===== config.mk =====
export PLATFORM = sky130hd
export DESIGN_NAME = broadcast_source_address_generator
export DESIGN_NICKNAME = d
export VERILOG_FILES = /design/src/rtl/bsag_pkg.sv /design/src/rtl/bsag_cell.sv /design/src/rtl/broadcast_source_address_generator.sv
export SDC_FILE = /design/constraint.sdc
export NUM_CORES = 2
export LEC_CHECK = 0
export BUFFER_PORTS_ARGS = -buffer_cell sky130_fd_sc_hd__buf_2
export CORE_MARGIN = 5
export CORE_UTILIZATION = 58
export CTS_BUF_LIST = sky130_fd_sc_hd__clkbuf_4
export DETAILED_ROUTE_END_ITERATION = 7
export PLACE_DENSITY_LB_ADDON = 0.3
export SKIP_CTS_REPAIR_TIMING = 1
export SYNTH_ARGS = -nofsm -noshare
export SYNTH_HDL_FRONTEND = slang
export SYNTH_SLANG_ARGS = --single-unit

===== constraint.sdc =====
create_clock -name i_clk -period 7.7 [get_ports i_clk]
set_input_delay 0.385 -clock i_clk [delete_from_list [all_inputs] [get_ports i_clk]]
set_output_delay 0.385 -clock i_clk [all_outputs]
set_load 0.01 [all_outputs]

===== src/rtl/bsag_pkg.sv =====
// ----------------------------------------------------------------------------
// bsag_pkg
// Shared types and constants of the broadcast source address generator.
// ----------------------------------------------------------------------------
package bsag_pkg;

    localparam int IDX_W     = 64;   // linear index width
    localparam int PACK_W    = 64;   // packed sizes, strides and coordinates
    localparam int OFS_W     = 36;   // source offset width
    localparam int RANK_W    = 3;    // rank register width
    localparam int CFG_IDX_W = 3;    // configuration register index width

    typedef enum logic [1:0] {
        ST_OK       = 2'd0,
        ST_MISMATCH = 2'd1,
        ST_RANK     = 2'd2,
        ST_ZERO     = 2'd3
    } t_status;

    typedef enum logic [CFG_IDX_W-1:0] {
        CFG_OUT_RANK    = 3'd0,
        CFG_SRC_RANK    = 3'd1,
        CFG_OUT_SIZES   = 3'd2,
        CFG_SRC_SIZES   = 3'd3,
        CFG_SRC_STRIDES = 3'd4
    } t_cfg_reg;

    typedef enum logic [1:0] {
        S_IDLE,
        S_DIV,
        S_MAC,
        S_HOLD
    } t_state;

    // one dividend/quotient bit travelling along the divider row
    typedef struct packed {
        logic en;
        logic qbit;
    } t_link;

endpackage


===== src/rtl/bsag_cell.sv =====
// ----------------------------------------------------------------------------
// bsag_cell
// Bit-serial restoring divider cell: takes dividend bits MSB first, keeps
// the remainder and passes quotient bits to the next cell.
// ----------------------------------------------------------------------------
module bsag_cell #(
    parameter int DIM_BITS = 16
) (
    input  logic                  i_clk,
    input  logic                  i_rst_n,
    input  logic                  i_clear,
    input  bsag_pkg::t_link       i_link,
    input  logic [DIM_BITS-1:0]   i_size,
    output bsag_pkg::t_link       o_link,
    output logic [DIM_BITS-1:0]   o_rem
);
    import bsag_pkg::*;

    t_link               r_link;
    logic [DIM_BITS-1:0] r_rem;
    logic [DIM_BITS:0]   w_part;
    logic                w_ge;
    logic [DIM_BITS:0]   w_diff;

    assign w_part = {r_rem, i_link.qbit};
    assign w_ge   = (w_part >= {1'b0, i_size});
    assign w_diff = w_part - {1'b0, i_size};

    always_ff @(posedge i_clk) begin
        if (!i_rst_n) begin
            r_link <= '0;
        end else begin
            r_link <= '{en: i_link.en, qbit: i_link.en & w_ge};
        end
    end

    // partial remainder: clear per item, advance on each enabled bit
    always_ff @(posedge i_clk) begin
        if (i_clear) begin
            r_rem <= '0;
        end else if (i_link.en) begin
            r_rem <= w_ge ? w_diff[DIM_BITS-1:0] : w_part[DIM_BITS-1:0];
        end
    end

    assign o_link = r_link;
    assign o_rem  = r_rem;

endmodule


===== src/rtl/broadcast_source_address_generator.sv =====
// ----------------------------------------------------------------------------
// broadcast_source_address_generator
// Maps a linear index of a broadcast output tensor to a source offset.
// ----------------------------------------------------------------------------
// One item at a time. The 64-bit index is shifted MSB first into a row of
// MAX_DIMS divider cells, innermost dimension first; each cell divides the
// bit stream by its dimension size and hands its quotient bits to the next
// cell through a register, keeping the coordinate as its remainder. Then
// come the multiply-accumulate steps (one coordinate times stride each
// cycle) and the load of the result register, which waits while the
// output is stalled. The next beat is taken in the idle cycle that follows
// the load, even while the loaded result still waits on a stalled output.
// Input is stalled in reset.
// ----------------------------------------------------------------------------
module broadcast_source_address_generator #(
    parameter int MAX_DIMS = 4,
    parameter int DIM_BITS = 16
) (
    input  logic                            i_clk,
    input  logic                            i_rst_n,
    // configuration
    input  logic                            i_cfg_valid,
    output logic                            o_cfg_ready,
    input  logic [bsag_pkg::CFG_IDX_W-1:0]  i_cfg_index,
    input  logic [bsag_pkg::PACK_W-1:0]     i_cfg_data,
    // input beat
    input  logic                            i_valid,
    output logic                            o_stall,
    input  logic [bsag_pkg::IDX_W-1:0]      i_linear_index,
    // result beat
    output logic                            o_valid,
    input  logic                            i_stall,
    output logic [bsag_pkg::OFS_W-1:0]      o_src_offset,
    output logic [bsag_pkg::PACK_W-1:0]     o_out_coords_packed,
    output logic [1:0]                      o_status
);
    import bsag_pkg::*;

    localparam int CNT_W = $clog2(IDX_W + MAX_DIMS);
    localparam int KW    = $clog2(MAX_DIMS + 1);
    localparam int CW    = (MAX_DIMS > 1) ? $clog2(MAX_DIMS) : 1;
    localparam int PR_W  = 2 * DIM_BITS;

    // every dimension size 1
    localparam logic [PACK_W-1:0] SIZES_RST =
        PACK_W'({MAX_DIMS{{{(DIM_BITS-1){1'b0}}, 1'b1}}});

    // configuration registers
    logic [RANK_W-1:0] r_out_rank;
    logic [RANK_W-1:0] r_src_rank;
    logic [PACK_W-1:0] r_out_sizes;
    logic [PACK_W-1:0] r_src_sizes;
    logic [PACK_W-1:0] r_src_strides;

    // control
    t_state            r_state, n_state;
    logic [CNT_W-1:0]  r_cnt;
    logic [KW-1:0]     r_k;
    logic [IDX_W-1:0]  r_idx;
    logic [PR_W-1:0]   r_prod;
    logic [OFS_W-1:0]  r_acc;
    logic              r_mis;

    // result register
    logic              r_o_valid;
    logic [OFS_W-1:0]  r_o_offset;
    logic [PACK_W-1:0] r_o_coords;
    t_status           r_o_status;

    // decoded control
    logic w_accept, w_feed, w_div_last, w_mac, w_mac_last, w_load, w_out_free;

    logic [RANK_W-1:0]   w_orank;
    logic                w_rank_err, w_zero_err;
    logic [DIM_BITS-1:0] w_cell_size [MAX_DIMS];
    logic [DIM_BITS-1:0] w_rem       [MAX_DIMS];
    t_link               w_link      [MAX_DIMS+1];
    logic [PACK_W-1:0]   w_coords;
    logic [RANK_W-1:0]   w_cidx;
    logic [DIM_BITS-1:0] w_coord, w_ssz, w_stride;
    logic                w_k_act;

    assign o_cfg_ready = 1'b1;

    // ---- configuration writes ----
    always_ff @(posedge i_clk) begin
        if (!i_rst_n) begin
            r_out_rank    <= RANK_W'(1);
            r_src_rank    <= '0;
            r_out_sizes   <= SIZES_RST;
            r_src_sizes   <= SIZES_RST;
            r_src_strides <= '0;
        end else if (i_cfg_valid) begin
            case (t_cfg_reg'(i_cfg_index))
                CFG_OUT_RANK:    r_out_rank    <= i_cfg_data[RANK_W-1:0];
                CFG_SRC_RANK:    r_src_rank    <= i_cfg_data[RANK_W-1:0];
                CFG_OUT_SIZES:   r_out_sizes   <= i_cfg_data;
                CFG_SRC_SIZES:   r_src_sizes   <= i_cfg_data;
                CFG_SRC_STRIDES: r_src_strides <= i_cfg_data;
                default: ;
            endcase
        end
    end

    // ---- rank checks ----
    assign w_orank    = (r_out_rank > RANK_W'(MAX_DIMS)) ? RANK_W'(MAX_DIMS) : r_out_rank;
    assign w_rank_err = (r_src_rank > w_orank);

    always_comb begin
        w_zero_err = 1'b0;
        for (int d = 0; d < MAX_DIMS; d++) begin
            if ((RANK_W'(d) < w_orank) && (r_out_sizes[d*DIM_BITS +: DIM_BITS] == '0)) begin
                w_zero_err = 1'b1;
            end
        end
    end

    // cell c divides by the size of output dimension orank-1-c
    always_comb begin
        for (int c = 0; c < MAX_DIMS; c++) begin
            w_cell_size[c] = DIM_BITS'(1);
            if (RANK_W'(c) < w_orank) begin
                w_cell_size[c] = r_out_sizes[(int'(w_orank) - 1 - c)*DIM_BITS +: DIM_BITS];
            end
        end
    end

    // ---- state machine ----
    assign w_out_free = !r_o_valid || !i_stall;
    assign w_accept   = i_valid && !o_stall;
    assign w_div_last = (r_cnt == CNT_W'(IDX_W + MAX_DIMS - 2));
    assign w_mac_last = (r_k == KW'(MAX_DIMS));

    always_comb begin
        n_state = r_state;
        case (r_state)
            S_IDLE: if (i_valid)    n_state = S_DIV;
            S_DIV:  if (w_div_last) n_state = S_MAC;
            S_MAC:  if (w_mac_last) n_state = S_HOLD;
            S_HOLD: if (w_out_free) n_state = S_IDLE;
            default:                n_state = S_IDLE;
        endcase
    end

    always_comb begin
        o_stall = (r_state != S_IDLE) || !i_rst_n;
        w_feed  = (r_state == S_DIV) && (r_cnt < CNT_W'(IDX_W));
        w_mac   = (r_state == S_MAC);
        w_load  = (r_state == S_HOLD) && w_out_free;
    end

    always_ff @(posedge i_clk) begin
        if (!i_rst_n) begin
            r_state <= S_IDLE;
        end else begin
            r_state <= n_state;
        end
    end

    // ---- index shifter and step counters ----
    always_ff @(posedge i_clk) begin
        if (w_accept) begin
            r_idx <= i_linear_index;
            r_cnt <= '0;
            r_k   <= '0;
        end else begin
            if (w_feed) begin
                r_idx <= {r_idx[IDX_W-2:0], 1'b0};
            end
            if (r_state == S_DIV) begin
                r_cnt <= r_cnt + CNT_W'(1);
            end
            if (w_mac) begin
                r_k <= r_k + KW'(1);
            end
        end
    end

    // ---- divider row ----
    assign w_link[0] = '{en: w_feed, qbit: r_idx[IDX_W-1]};

    for (genvar c = 0; c < MAX_DIMS; c++) begin : g_cell
        bsag_cell #(
            .DIM_BITS (DIM_BITS)
        ) u_cell (
            .i_clk   (i_clk),
            .i_rst_n (i_rst_n),
            .i_clear (w_accept),
            .i_link  (w_link[c]),
            .i_size  (w_cell_size[c]),
            .o_link  (w_link[c+1]),
            .o_rem   (w_rem[c])
        );
    end

    // ---- multiply-accumulate over source dimensions ----
    // source dim k lines up with output dim skip+k, held in cell srank-1-k
    assign w_k_act  = (r_k < KW'(MAX_DIMS)) && (RANK_W'(r_k) < r_src_rank);
    assign w_cidx   = r_src_rank - RANK_W'(1) - RANK_W'(r_k);
    assign w_coord  = w_rem[w_cidx[CW-1:0]];
    assign w_ssz    = r_src_sizes[r_k*DIM_BITS +: DIM_BITS];
    assign w_stride = r_src_strides[r_k*DIM_BITS +: DIM_BITS];

    always_ff @(posedge i_clk) begin
        if (w_accept) begin
            r_prod <= '0;
            r_acc  <= '0;
            r_mis  <= 1'b0;
        end else if (w_mac) begin
            r_acc  <= r_acc + OFS_W'(r_prod);
            r_prod <= '0;
            if (w_k_act) begin
                if (w_coord >= w_ssz) begin
                    // out of range: adds nothing, flag unless a true broadcast
                    if (w_ssz != DIM_BITS'(1)) begin
                        r_mis <= 1'b1;
                    end
                end else begin
                    r_prod <= w_coord * w_stride;
                end
            end
        end
    end

    // ---- coordinate packing ----
    always_comb begin
        w_coords = '0;
        for (int d = 0; d < MAX_DIMS; d++) begin
            if (RANK_W'(d) < w_orank) begin
                w_coords[d*DIM_BITS +: DIM_BITS] = w_rem[int'(w_orank) - 1 - d];
            end
        end
    end

    // ---- result register ----
    always_ff @(posedge i_clk) begin
        if (!i_rst_n) begin
            r_o_valid <= 1'b0;
        end else if (w_load) begin
            r_o_valid <= 1'b1;
        end else if (!i_stall) begin
            r_o_valid <= 1'b0;
        end
    end

    always_ff @(posedge i_clk) begin
        if (w_load) begin
            if (w_rank_err) begin
                r_o_status <= ST_RANK;
                r_o_offset <= '0;
                r_o_coords <= '0;
            end else if (w_zero_err) begin
                r_o_status <= ST_ZERO;
                r_o_offset <= '0;
                r_o_coords <= '0;
            end else begin
                r_o_status <= r_mis ? ST_MISMATCH : ST_OK;
                r_o_offset <= r_acc;
                r_o_coords <= w_coords;
            end
        end
    end

    assign o_valid             = r_o_valid;
    assign o_src_offset        = r_o_offset;
    assign o_out_coords_packed = r_o_coords;
    assign o_status            = r_o_status;

`ifndef NO_ASSERTIONS
    a_accept_starts_div: assert property (@(posedge i_clk) disable iff (!i_rst_n)
        (i_valid && !o_stall) |=> (r_state == S_DIV && r_cnt == '0))
        else $error("accepted beat did not start the divider");

    a_feed_only_in_div: assert property (@(posedge i_clk) disable iff (!i_rst_n)
        w_link[0].en |-> (r_state == S_DIV))
        else $error("divider fed outside the divide phase");

    a_load_when_free: assert property (@(posedge i_clk) disable iff (!i_rst_n)
        w_load |-> !(r_o_valid && i_stall))
        else $error("result overwritten while stalled");

    a_rank_err_zero: assert property (@(posedge i_clk) disable iff (!i_rst_n)
        (o_valid && o_status == ST_RANK) |-> (o_src_offset == '0 && o_out_coords_packed == '0))
        else $error("rank error result not cleared");
`endif

endmodule

==> flow_metrics.tcl <==
set metrics [dict create \
    outcome "completed" \
    post-route-period-util 0.966 \
    vias_per_cell 6.01 \
    drive_gt1_frac 0.169 \
    syn_area_sq_um 37100 \
    wl_microns 121000 \
    end_kind "flip-flop" \
    clk_latency_ns 1.04 \
    seq_area_sq_um 12000 \
    gp_congestion 1.04 \
    fillCellCount 4900 \
    synth_warnings 0 \
    synth_top_flop_cell "dfxtp_1" \
    ios 241 \
    htree_num_levels 4 \
    ys_seq_elements 516 \
    tightest_slew_ns 1.11 \
    grt_pass1_vias 30600 \
    max_freq_ghz 0.135 \
    area_growth_pct 15.5 \
    cts_tree "yes" \
    final_area_sq_um 42900 \
    internal_power_mw 7.29 \
    numCtsBuffers 145 \
    critical_path.max_stage_delay_ns 0.64 \
    core.rowCount 92 \
    track_usage 0.326 \
    final_common_cell "nand2_1" \
    maxCapViolCount 0 \
    pwr-share-seq 0.298 \
    p_per_area_nw_per_um2 298 \
    wl_per_cell_microns 22.3 \
    gr-total-overflow 0 \
    pwr-share-clk 0.212 \
    hold_class "in2reg" \
    dp.cells 5007 \
    clk_pin_slew_ns 0.07 \
    p_switching_mw 5.48 \
    vias 32600 \
    die_y_microns 263 \
    final_cells 5418 \
    startpoint_type "flip-flop" \
    report.final.slew_viol_count 0 \
    synth-seq-area-share 0.323 \
    root_buffer "clkbuf_4" \
    dieArea_sq_um 69100 \
    clock_skew_ns 0.106 \
    crit_slowest_cell "mux4_2" \
    clk_path_buf_depth 3 \
    async_flop_share 0 \
    crit_fanout 8 \
    syn-num-nets 4605 \
    hold_viol_final 0 \
    synthCells 4036 \
    route.detailed.drc 0 \
    die_width_microns 263 \
    ant_nets 0 \
    synth_area_per_cell_sq_um 9.19 \
    core_sq_um 63200 \
    synth.distinct_cells 96 \
    multi_input_area_sq_um 23300 \
    switching_share 0.429 \
    cpMostUsedCell "fa_1" \
    cp.arrival_ns 8.29 \
    holdWs_ns 0.0371 \
    antenna_found_initial 13 \
    peakVddDrop_mv 0.233 \
    path_class "reg2reg" \
    drt_iter0_drc 3578 \
    start_util 0.587 \
    leakage_nw 18.7 \
    grt_pass1_wl_microns 178000 \
    period_needed_ns 7.43 \
    placed_cell_area_sq_um 39400 \
    synth-edff-count 166 \
    dr.pass1.iters 7 \
    num-nets-final 5019 \
    required_ns 8.55 \
    grt_max_degree 106 \
    portBuffers 239 \
    cpLargestDelayFamily "adder cells" \
    dp_hpwl_microns 87300 \
    crit_buf_inv 7 \
    slew_headroom 0.262 \
    final_cell_mix "nand2_1 (875), dfxtp_1 (348), inv_1 (292)" \
    setup_viol 0 \
    cts.sinks 516 \
    comb_power_share 0.490 \
]
==> kinds of logic (layout without fill, tap and decap cells) <==
family | Yosys count | in the layout | share of synthesized area
other | 1 | 9 | 0.000101
XOR/XNOR | 101 | 101 | 0.0240
buffers and inverters | 524 | 1052 | 0.0556
AND/OR/NAND/NOR | 1525 | 1525 | 0.183
AO/OA/AOI/OAI | 722 | 722 | 0.132
adder cells (fa/ha/maj) | 433 | 433 | 0.186
multiplexers | 214 | 214 | 0.0961
flip-flops | 516 | 516 | 0.323
==> synth_stat cells, types with 5 or more instances <==
cell type	instances	area (sq um)
a211oi_1	22	165
o211ai_1	12	90.1
nor3_1	44	220
a22oi_1	13	97.6
inv_1	296	1110
ha_1	234	2930
xor2_1	39	342
o31ai_1	6	45.0
dfxtp_1	350	7010
or3_1	13	81.3
clkinv_1	5	18.8
nor2b_1	67	419
clkbuf_1	163	612
buf_4	11	82.6
buf_2	25	125
and2_1	76	475
a22o_1	18	158
fa_1	199	3980
buf_1	17	63.8
and3_1	56	350
o21a_1	20	150
nor2_1	222	833
edfxtp_1	166	4980
nand3b_1	6	45.0
nand2_1	876	3290
o21bai_1	7	52.6
nand4_1	21	131
a211o_1	10	87.6
a21boi_0	187	1400
mux2i_1	93	931
o2111ai_1	5	43.8
a31oi_1	15	93.8
nand2b_1	46	288
xnor2_1	61	534
o21ai_0	115	576
nand3_1	47	235
o21ai_1	23	115
o31a_1	6	52.6
nor4_1	22	138
a21oi_1	162	811
mux4_2	113	2540
a21o_1	46	345
==> metrics by stage <==
step                utilization  power (mW)  worst slack [ns]  TNS (ns)
floorplan                     -        8.06           0.00300         0
global placement          0.624        9.76             0.247         0
detailed placement        0.624        9.85            0.0598         0
CTS                       0.655        12.5            0.0585         0
global route              0.678        13.6         -0.000568  -0.00102
finish                    0.678        12.8             0.266         0
==> worst register-to-register path, cell delays in order (launching register included) <==
cell and delay, ns:
dfxtp_1 0.35, inv_1 0.09, ha_4 0.33, xor2_4 0.27
buf_6 0.17, buf_4 0.13, mux4_2 0.64, buf_4 0.20
nand2_1 0.06, fa_1 0.43, fa_1 0.49, inv_1 0.06
fa_1 0.52, fa_1 0.45, fa_1 0.56, inv_1 0.06
fa_1 0.53, inv_1 0.06, ha_4 0.26, a21o_1 0.20
a21o_1 0.17, a21o_1 0.20, a31oi_4 0.23, o311ai_4 0.15
a2111oi_2 0.38, a21oi_1 0.08, a32o_1 0.26
==> path summary, 6_finish.rpt <==
kind / startpoint / slack (ns) / depth (start not counted) / to
setup reg to reg: r_src_rank[1] / 0.27 / 26 / r_prod[28]
hold / removal: i_rst_n / 0.04 / 2 / o_valid
setup / recovery: r_src_rank[1] / 0.27 / 26 / r_prod[28]
hold reg to reg: r_src_strides[14] / 0.46 / 2 / r_src_strides[14]
==> sequential cells by signal, summed over array words and instances, names as in the netlist <==
register,cells
o_valid,1
r_state,2
r_src_strides,64
g_cell.u_cell.o_link,6
r_out_sizes,64
r_acc,36
r_idx,64
r_mis,1
r_src_rank,3
o_status,2
r_cnt,7
r_src_sizes,64
o_out_coords_packed,64
r_out_rank,3
o_src_offset,36
r_prod,32
r_k,3
g_cell.u_cell.o_rem,64
==> area by class of cell <==
cell class,count,share of cell area
Multi-Input combinational cell,2996,0.543
Sequential cell,516,0.280
Timing Repair Buffer,486,0.0798
Clock buffer,212,0.0371
Inverter,305,0.0269
Tap cell,846,0.0247
Clock inverter,49,0.00844
Antenna cell,8,0.000467
==> per-layer routing <==
| metal | track usage | vias up | wire, microns |
|---|---|---|---|
| met2 | 0.483 | 1821 | 52900 |
| met1 | 0.459 | 15600 | 48500 |
| li1 | - | 14700 | - |
| met4 | 0.126 | 8 | 5980 |
| met3 | 0.0881 | 371 | 13500 |
| met5 | 0 | - | 50 |
==> power by group through the flow <==
stage / sequential, mW / combinational (mW) / clock [mW]
after floorplan: 3.64 / 4.42 / 0
after global placement: 3.81 / 5.95 / 0
after detailed placement: 3.82 / 6.03 / 0
after CTS: 3.76 / 6.05 / 2.73
after global routing: 3.82 / 6.90 / 2.91
final: 3.80 / 6.26 / 2.71
(Power assumes the default switching activity.)
